**src/hw/rtl/rbmd_pkg.sv**
```systemverilog
`timescale 1ns / 1ps
// ----------------------------------------------------------------------------
// rbmd_pkg: shared definitions for the ring buffer marker deframer
// Types, codes and default sizes used by the sequencer, the ring memory,
// the top level and the checker.
// ----------------------------------------------------------------------------
package rbmd_pkg;

  // default sizes
  localparam int unsigned RING_DEPTH_DEF = 256;
  localparam int unsigned MAX_MSG_DEF    = 32;

  // fixed field widths
  localparam int unsigned BYTE_W    = 8;
  localparam int unsigned LEN_W     = 5;
  localparam int unsigned START_BIT = 7;

  // command codes
  localparam logic CMD_APPEND  = 1'b0;
  localparam logic CMD_EXTRACT = 1'b1;

  // result status codes
  localparam logic STS_OK   = 1'b0;
  localparam logic STS_FAIL = 1'b1;

  // sequencer states
  typedef enum logic [2:0] {
    ST_IDLE,
    ST_SCAN_RD,
    ST_SCAN_CHK,
    ST_EMIT_RD,
    ST_EMIT_CHK,
    ST_FAIL,
    ST_OUT
  } rbmd_state_e;

endpackage

```
**src/hw/rtl/rbmd_ram.sv**
```systemverilog
`timescale 1ns / 1ps
// ----------------------------------------------------------------------------
// rbmd_ram: ring storage
// Single write port and single read port, read data registered.
// Entries hold whatever was last written; no reset.
// ----------------------------------------------------------------------------
module rbmd_ram #(
  parameter int unsigned RingDepth = rbmd_pkg::RING_DEPTH_DEF,
  localparam int unsigned PtrW     = $clog2(RingDepth)
) (
  input  logic                        clk_i,
  input  logic                        we_i,
  input  logic [PtrW-1:0]             waddr_i,
  input  logic [rbmd_pkg::BYTE_W-1:0] wdata_i,
  input  logic                        re_i,
  input  logic [PtrW-1:0]             raddr_i,
  output logic [rbmd_pkg::BYTE_W-1:0] rdata_o
);

  logic [rbmd_pkg::BYTE_W-1:0] mem_q [RingDepth];

  // write port
  always_ff @(posedge clk_i) begin
    if (we_i) begin
      mem_q[waddr_i] <= wdata_i;
    end
  end

  // registered read port
  always_ff @(posedge clk_i) begin
    if (re_i) begin
      rdata_o <= mem_q[raddr_i];
    end
  end

endmodule

```
**src/hw/rtl/rbmd_seq.sv**
```systemverilog
`timescale 1ns / 1ps
// ----------------------------------------------------------------------------
// rbmd_seq: pointer and framing sequencer
// Holds the read/write pointers and fill count, walks the ring one entry
// per read/check pair, and stages each result in an output register.
// ----------------------------------------------------------------------------
module rbmd_seq #(
  parameter int unsigned RingDepth = rbmd_pkg::RING_DEPTH_DEF,
  parameter int unsigned MaxMsg    = rbmd_pkg::MAX_MSG_DEF,
  localparam int unsigned PtrW     = $clog2(RingDepth)
) (
  input  logic                        clk_i,
  input  logic                        rst_ni,
  // input item
  input  logic                        in_valid_i,
  output logic                        in_ready_o,
  input  logic                        command_i,
  input  logic [rbmd_pkg::BYTE_W-1:0] data_byte_i,
  input  logic [rbmd_pkg::LEN_W-1:0]  msg_length_i,
  // result item
  output logic                        out_valid_o,
  input  logic                        out_ready_i,
  output logic [rbmd_pkg::BYTE_W-1:0] out_byte_o,
  output logic                        status_o,
  output logic                        last_o,
  // ring memory
  output logic                        ram_we_o,
  output logic [PtrW-1:0]             ram_waddr_o,
  output logic [rbmd_pkg::BYTE_W-1:0] ram_wdata_o,
  output logic                        ram_re_o,
  output logic [PtrW-1:0]             ram_raddr_o,
  input  logic [rbmd_pkg::BYTE_W-1:0] ram_rdata_i
);

  // compare width covers both the fill count and the length limit
  localparam int unsigned CmpW = (PtrW > 7) ? PtrW : 7;
  localparam logic [PtrW-1:0] PtrLast = PtrW'(RingDepth - 1);
  localparam logic [CmpW-1:0] MsgLimit = CmpW'(MaxMsg);

  rbmd_pkg::rbmd_state_e state_q, state_d;

  logic [PtrW-1:0]                rd_ptr_q, rd_ptr_d;
  logic [PtrW-1:0]                wr_ptr_q, wr_ptr_d;
  logic [PtrW-1:0]                count_q, count_d;
  logic [rbmd_pkg::LEN_W-1:0]     len_q, len_d;
  logic [rbmd_pkg::LEN_W-1:0]     rem_q, rem_d;
  logic [rbmd_pkg::BYTE_W-1:0]    obyte_q, obyte_d;
  logic                           ostat_q, ostat_d;
  logic                           olast_q, olast_d;

  logic                           in_fire;
  logic                           len_bad;
  logic                           start_seen;
  logic                           enough_left;
  logic [PtrW-1:0]                rd_ptr_inc;
  logic [PtrW-1:0]                wr_ptr_inc;

  assign in_fire = in_valid_i && in_ready_o;

  // pointer advance with wrap at the ring end
  assign rd_ptr_inc = (rd_ptr_q == PtrLast) ? '0 : rd_ptr_q + PtrW'(1);
  assign wr_ptr_inc = (wr_ptr_q == PtrLast) ? '0 : wr_ptr_q + PtrW'(1);

  // early length check against limit and fill count
  assign len_bad = (msg_length_i == '0)
                || (CmpW'(msg_length_i) >= MsgLimit)
                || (CmpW'(count_q) < CmpW'(msg_length_i));

  // scan result: marker bit and room for the rest of the message
  assign start_seen  = ram_rdata_i[rbmd_pkg::START_BIT];
  assign enough_left = CmpW'(count_q) >= CmpW'(len_q);

  // next state
  always_comb begin
    state_d = state_q;
    case (state_q)
      rbmd_pkg::ST_IDLE: begin
        if (in_fire && (command_i == rbmd_pkg::CMD_EXTRACT)) begin
          state_d = len_bad ? rbmd_pkg::ST_FAIL : rbmd_pkg::ST_SCAN_RD;
        end
      end
      rbmd_pkg::ST_SCAN_RD: begin
        state_d = rbmd_pkg::ST_SCAN_CHK;
      end
      rbmd_pkg::ST_SCAN_CHK: begin
        if (start_seen) begin
          state_d = enough_left ? rbmd_pkg::ST_OUT : rbmd_pkg::ST_FAIL;
        end else if (count_q == PtrW'(1)) begin
          state_d = rbmd_pkg::ST_FAIL;
        end else begin
          state_d = rbmd_pkg::ST_SCAN_RD;
        end
      end
      rbmd_pkg::ST_EMIT_RD: begin
        state_d = rbmd_pkg::ST_EMIT_CHK;
      end
      rbmd_pkg::ST_EMIT_CHK: begin
        state_d = rbmd_pkg::ST_OUT;
      end
      rbmd_pkg::ST_FAIL: begin
        state_d = rbmd_pkg::ST_OUT;
      end
      rbmd_pkg::ST_OUT: begin
        if (out_ready_i) begin
          state_d = (rem_q == '0) ? rbmd_pkg::ST_IDLE : rbmd_pkg::ST_EMIT_RD;
        end
      end
      default: begin
        state_d = rbmd_pkg::ST_IDLE;
      end
    endcase
  end

  // outputs and datapath updates
  always_comb begin
    rd_ptr_d    = rd_ptr_q;
    wr_ptr_d    = wr_ptr_q;
    count_d     = count_q;
    len_d       = len_q;
    rem_d       = rem_q;
    obyte_d     = obyte_q;
    ostat_d     = ostat_q;
    olast_d     = olast_q;
    ram_we_o    = 1'b0;
    ram_re_o    = 1'b0;
    in_ready_o  = 1'b0;
    out_valid_o = 1'b0;
    case (state_q)
      rbmd_pkg::ST_IDLE: begin
        in_ready_o = 1'b1;
        if (in_fire) begin
          if (command_i == rbmd_pkg::CMD_APPEND) begin
            ram_we_o = 1'b1;
            wr_ptr_d = wr_ptr_inc;
            // full ring drops the oldest byte
            if (count_q == PtrLast) begin
              rd_ptr_d = rd_ptr_inc;
            end else begin
              count_d = count_q + PtrW'(1);
            end
          end else begin
            len_d = msg_length_i;
          end
        end
      end
      rbmd_pkg::ST_SCAN_RD: begin
        ram_re_o = 1'b1;
      end
      rbmd_pkg::ST_SCAN_CHK: begin
        // a marker without room behind it stays in the ring
        if (!(start_seen && !enough_left)) begin
          rd_ptr_d = rd_ptr_inc;
          count_d  = count_q - PtrW'(1);
        end
        if (start_seen && enough_left) begin
          obyte_d = ram_rdata_i;
          ostat_d = rbmd_pkg::STS_OK;
          olast_d = (len_q == rbmd_pkg::LEN_W'(1));
          rem_d   = len_q - rbmd_pkg::LEN_W'(1);
        end
      end
      rbmd_pkg::ST_EMIT_RD: begin
        ram_re_o = 1'b1;
      end
      rbmd_pkg::ST_EMIT_CHK: begin
        rd_ptr_d = rd_ptr_inc;
        count_d  = count_q - PtrW'(1);
        obyte_d  = ram_rdata_i;
        ostat_d  = rbmd_pkg::STS_OK;
        olast_d  = (rem_q == rbmd_pkg::LEN_W'(1));
        rem_d    = rem_q - rbmd_pkg::LEN_W'(1);
      end
      rbmd_pkg::ST_FAIL: begin
        obyte_d = '0;
        ostat_d = rbmd_pkg::STS_FAIL;
        olast_d = 1'b1;
        rem_d   = '0;
      end
      rbmd_pkg::ST_OUT: begin
        out_valid_o = 1'b1;
      end
      default: begin
        out_valid_o = 1'b0;
      end
    endcase
  end

  assign ram_waddr_o = wr_ptr_q;
  assign ram_wdata_o = data_byte_i;
  assign ram_raddr_o = rd_ptr_q;

  assign out_byte_o = obyte_q;
  assign status_o   = ostat_q;
  assign last_o     = olast_q;

  // control registers
  always_ff @(posedge clk_i or negedge rst_ni) begin
    if (!rst_ni) begin
      state_q  <= rbmd_pkg::ST_IDLE;
      rd_ptr_q <= '0;
      wr_ptr_q <= '0;
      count_q  <= '0;
    end else begin
      state_q  <= state_d;
      rd_ptr_q <= rd_ptr_d;
      wr_ptr_q <= wr_ptr_d;
      count_q  <= count_d;
    end
  end

  // payload registers
  always_ff @(posedge clk_i) begin
    len_q   <= len_d;
    rem_q   <= rem_d;
    obyte_q <= obyte_d;
    ostat_q <= ostat_d;
    olast_q <= olast_d;
  end

endmodule

```
**src/hw/rtl/ring_buffer_marker_deframer.sv**
```systemverilog
`timescale 1ns / 1ps
// ----------------------------------------------------------------------------
// ring_buffer_marker_deframer: byte ring with marker-bit message extraction
// Appends bytes to a ring and pulls framed messages that start at a byte
// with bit 7 set.
// ----------------------------------------------------------------------------
// An append item leaves the block ready again on the next cycle. An extract
// item walks the ring through a memory with a registered read, so every ring
// entry it scans passes a read state that addresses the entry and a check
// state that checks or stages it. Each further byte of a found message passes
// result handoff, address and stage, and the sink may hold off each result. A
// failed extract gives a single item (byte zero, status fail, last set),
// staged in the fail state after an early length reject or after the scan.
// The block takes no new item until the last result of an extract has been
// taken.
module ring_buffer_marker_deframer #(
  parameter int unsigned RingDepth = rbmd_pkg::RING_DEPTH_DEF,
  parameter int unsigned MaxMsg    = rbmd_pkg::MAX_MSG_DEF
) (
  input  logic                        clk_i,
  input  logic                        rst_ni,
  input  logic                        in_valid_i,
  output logic                        in_ready_o,
  input  logic                        command_i,
  input  logic [rbmd_pkg::BYTE_W-1:0] data_byte_i,
  input  logic [rbmd_pkg::LEN_W-1:0]  msg_length_i,
  output logic                        out_valid_o,
  input  logic                        out_ready_i,
  output logic [rbmd_pkg::BYTE_W-1:0] out_byte_o,
  output logic                        status_o,
  output logic                        last_o
);

  localparam int unsigned PtrW = $clog2(RingDepth);

  logic                        ram_we;
  logic [PtrW-1:0]             ram_waddr;
  logic [rbmd_pkg::BYTE_W-1:0] ram_wdata;
  logic                        ram_re;
  logic [PtrW-1:0]             ram_raddr;
  logic [rbmd_pkg::BYTE_W-1:0] ram_rdata;

  // sequencer with pointers and result register
  rbmd_seq #(
    .RingDepth (RingDepth),
    .MaxMsg    (MaxMsg)
  ) u_seq (
    .clk_i        (clk_i),
    .rst_ni       (rst_ni),
    .in_valid_i   (in_valid_i),
    .in_ready_o   (in_ready_o),
    .command_i    (command_i),
    .data_byte_i  (data_byte_i),
    .msg_length_i (msg_length_i),
    .out_valid_o  (out_valid_o),
    .out_ready_i  (out_ready_i),
    .out_byte_o   (out_byte_o),
    .status_o     (status_o),
    .last_o       (last_o),
    .ram_we_o     (ram_we),
    .ram_waddr_o  (ram_waddr),
    .ram_wdata_o  (ram_wdata),
    .ram_re_o     (ram_re),
    .ram_raddr_o  (ram_raddr),
    .ram_rdata_i  (ram_rdata)
  );

  // ring storage
  rbmd_ram #(
    .RingDepth (RingDepth)
  ) u_ram (
    .clk_i   (clk_i),
    .we_i    (ram_we),
    .waddr_i (ram_waddr),
    .wdata_i (ram_wdata),
    .re_i    (ram_re),
    .raddr_i (ram_raddr),
    .rdata_o (ram_rdata)
  );

endmodule

```
**config.mk**
```make
export PLATFORM = sky130hd
export DESIGN_NAME = ring_buffer_marker_deframer
export DESIGN_NICKNAME = d
export VERILOG_FILES = /design/src/hw/rtl/rbmd_pkg.sv /design/src/hw/rtl/rbmd_ram.sv /design/src/hw/rtl/rbmd_seq.sv /design/src/hw/rtl/ring_buffer_marker_deframer.sv
export SDC_FILE = /design/constraint.sdc
export NUM_CORES = 2
export LEC_CHECK = 0
export BUFFER_PORTS_ARGS = -buffer_cell sky130_fd_sc_hd__buf_2
export CAP_MARGIN = 20
export CORE_ASPECT_RATIO = 0.9
export CORE_MARGIN = 3
export CORE_UTILIZATION = 39
export DETAILED_ROUTE_END_ITERATION = 6
export HOLD_SLACK_MARGIN = 0.08
export PLACE_DENSITY = 0.6
export SYNTH_ARGS = -nofsm -noshare
export SYNTH_HDL_FRONTEND = slang
export SYNTH_SLANG_ARGS = --single-unit
```
**constraint.sdc**
```tcl
create_clock -name clk_i -period 2.93 [get_ports clk_i]
set_input_delay 0.586 -clock clk_i [delete_from_list [all_inputs] [get_ports clk_i]]
set_output_delay 0.586 -clock clk_i [all_outputs]
set_load 0.005 [all_outputs]
```
==> out/qor.txt <==
final hold violation count = 0
Overflow after GRT = 0
largest net degree at the start of global routing = 92
clk sink count = 2103
CTS tree = built
HP Class = input pin to flop
port buffer count = 29
fraction of layout cells with a size suffix above 1 = 0.356
Detailed Routing Iterations Pass 1 = 5
placer congestion estimate = 0.901
required time of the critical path = 3650 ps
Via Count = 44700
Total GRT Usage = 0.212
Distinct cells, synth = 72
first-pass GRT wire length = 332 mm
syn avg cell area = 20.6 um^2
Syn Inst Count = 3989
FFs w/ async S/R, synth = 0.0128
area grow syn2layout = 21.7%
Synth Flop Type = edfxtp_1
Crit. End Element = flop
Setup-failing EPs final = 8
Pwr Total = 90.2 mW
Clock Skews = 49.9 ps
Yosys reg bits = 2103
# DRC = 0
CTS buffer count = 206
CP Cell Sequence = clkinv_1 > nor2_1 > buf_4 > nand2_1 > a2111oi_1 > a21oi_1 > nand3_1 > a211o_1
H-tree depth = 4
failing checks = setup timing
# rows = 159
Slew HR = 0.151
setup tns final = -1110 ps
DR vias/cell = 5.71
I/O Pins = 30
register area share after synthesis = 0.766
Setup crit end = u_ram.rdata_o[4]$_DFFE_PP_
WL per Instance = 29.6 um
commonest non-fill, non-tap cell in the layout = edfxtp_1
Initial Util = 0.393
Max Root-Sink Buffers = 3
CP max stage cell = a2111oi_1
Fill cells = 17200
pre-CTS setup slack = -784 ps
Routed Wire Length = 232 mm
Core ar. = 209000 um^2
initial antenna violation count = 11
FF-to-FF path depth = 8
RR Endpoint = u_ram.rdata_o[4]$_DFFE_PP_
crit path DAT = 4000 ps
reported leakage power = 32.8 nW
synth warn = 0
kind of critical path = flop to flop
Worst VDD drop = 0.000817 V
Final nets = 4888
ANT nets after route = 0
cell area power density = 901 nW/um^2
leading cell types in the layout, fill and taps excluded = edfxtp_1 (2076), buf_4 (713), mux4_2 (464)
Max-Cap Viols = 0
Die ar. = 216000 um^2
Post-synth EDFFs = 2076
vias in the first global route = 44100
drt initial violations = 6065
final worst slack = -348 ps
worst-skew pair later-pin latency = 850 ps
Critical Path Max Stage Delay = 1100 ps
origin of the critical flop-to-flop path = u_seq.ram_raddr_o[4]$_DFFE_PN0P_
Final Cycle Share = 1.12
status = finished, violations left
post-synth net total = 4028
Final Slew Violations = 0
CP max FO = 13
R2R Setup Slk = -350 ps
clock-pin transition on the worst setup and hold timing paths = 60 ps
fmax = 305 MHz
Root Buffer = clkbuf_16
DP HPWL = 152 mm
Die Ht = 442 um
worst-margin pin slew = 1270 ps
die width = 490 um
post-layout min period = 3280 ps
Worst setup startpoint = u_seq.ram_raddr_o[4]$_DFFE_PN0P_
CP startpoint kind = flop
RSZ-0062 raised after global routing = true
Mapped Area = 82200 um^2
[kinds of logic (layout without fill, tap and decap cells)]
group / count (synthesis) / count (layout) / share of synthesized area
buf+inv: 260 / 1289 / 0.0188
compound gates: 434 / 434 / 0.0364
simple gates: 551 / 551 / 0.0296
mux: 600 / 600 / 0.144
fa+ha+maj: 21 / 21 / 0.00319
flops: 2103 / 2103 / 0.766
xor+xnor: 20 / 20 / 0.00213
other cells: 0 / 2 / 0
[critical path, delay by kind of cell (launching register included)]
family          cells  cell delay (ps)
buf+inv             2              640
flops               1              600
simple gates        3              530
compound gates      3             1390
[metal layers]
metal,share of wire,global-route usage,wire (um),vias up
li1,-,-,-,18300
met1,0.43,0.320,98900,23700
met2,0.45,0.315,105000,2364
met3,0.10,0.0452,23600,288
met4,0.022,0.0504,5040,0
met5,0,0,0,-
[synth_stat cells, types with 5 or more instances]
master,instances,area (um^2)
a31oi_1,11,68.8
nor2b_1,21,131
nand3_1,47,235
clkbuf_1,98,368
and3_1,11,68.8
o21ai_0,31,155
buf_12,5,100
a2111oi_0,5,43.8
edfxtp_1,2076,62300
nor4_1,9,56.3
a21oi_1,90,450
nand2b_1,14,87.6
xnor2_1,13,114
a22o_1,7,61.3
nor2_1,299,1120
a211oi_1,14,105
o22ai_1,29,181
o32ai_1,6,52.6
o21ai_1,12,60.1
mux4_2,464,10500
nor3_1,29,145
buf_2,59,295
buf_6,20,225
buf_8,13,195
inv_1,20,75.1
mux2i_1,132,1320
or3_1,5,31.3
and2_1,14,87.6
buf_4,31,233
a21o_1,7,52.6
buf_1,11,41.3
ha_1,21,263
dfrtp_1,27,676
nand2_1,78,293
nand4_1,9,56.3
o221ai_1,9,78.8
o211ai_1,5,37.5
a22oi_1,136,1020
a221oi_1,26,228
xor2_1,7,61.3
o31ai_1,12,90.1
[how the worst min path moves through the flow]
| stage | startpoint | end | slack (ps) | depth (start not counted) |
|---|---|---|---|---|
| after global placement | u_seq.count_q[7]$_DFFE_PN0P_ | u_seq.count_q[7]$_DFFE_PN0P_ | 500 | 1 |
| after detailed placement | u_seq.count_q[7]$_DFFE_PN0P_ | u_seq.count_q[7]$_DFFE_PN0P_ | 500 | 1 |
| final | data_byte_i[1] | u_ram.mem_q[44][1]$_DFFE_PP_ | 260 | 1 |
| after global routing | data_byte_i[3] | u_ram.mem_q[26][3]$_DFFE_PP_ | 230 | 1 |
| after CTS | data_byte_i[3] | u_ram.mem_q[26][3]$_DFFE_PP_ | 210 | 1 |
| after floorplan | rst_ni | u_seq.count_q[0]$_DFFE_PN0P_ | 290 | 0 |
[flip-flops by register name, indices dropped and copies added, names as in the netlist]
name	flops
u_ram.rdata_o	8
u_seq.len_q	5
u_seq.state_q	3
u_ram.mem_q	2048
u_seq.rem_q	5
u_seq.out_byte_o	8
u_seq.ram_waddr_o	8
u_seq.count_q	8
u_seq.status_o	1
u_seq.ram_raddr_o	8
u_seq.last_o	1
[power breakdown]
part / internal [mW] / total [mW] / switching [mW]
Combinational: 14.0 / 30.1 / 16.1
Clock: 14.5 / 26.0 / 11.5
Sequential: 33.5 / 34.1 / 0.622
Total: 62.0 / 90.2 / 28.2
[cell type report]
type	count	area [um^2]	area share
flip-flops and latches	2103	63000	0.630
multi-input cells	1626	18500	0.185
repair buffers	890	8390	0.0839
clock buffers	234	5260	0.0526
well taps	2817	3520	0.0352
clock inverters	143	1300	0.0130
inverters	22	83.8	0.000838
diodes	2	5.00	0.0000500
[per-stage QoR]
step | hold slack (ps) | utilization | instances | area, um^2
finish | 261 | 0.479 | 7837 | 100000
global route | 235 | 0.479 | 7837 | 100000
detailed placement | 504 | 0.439 | 7395 | 91900
floorplan | 290 | - | 3989 | 82200
CTS | 207 | 0.477 | 7820 | 99800
global placement | 504 | 0.439 | 7394 | 91900
[timing repair]
| item | 4_1_cts | 5_1_grt |
|---|---|---|
| gates resized for setup | 138 | 47 |
| hold buffers | 9 | 0 |
| hold endpoints to repair | 34 | 0 |
| gates cloned | 10 | 1 |
| pin swaps | 17 | 10 |
| buffers inserted | 30 | 16 |
| setup endpoints to repair | 8 | 8 |
Note: power is estimated with default switching activity, not from simulation.
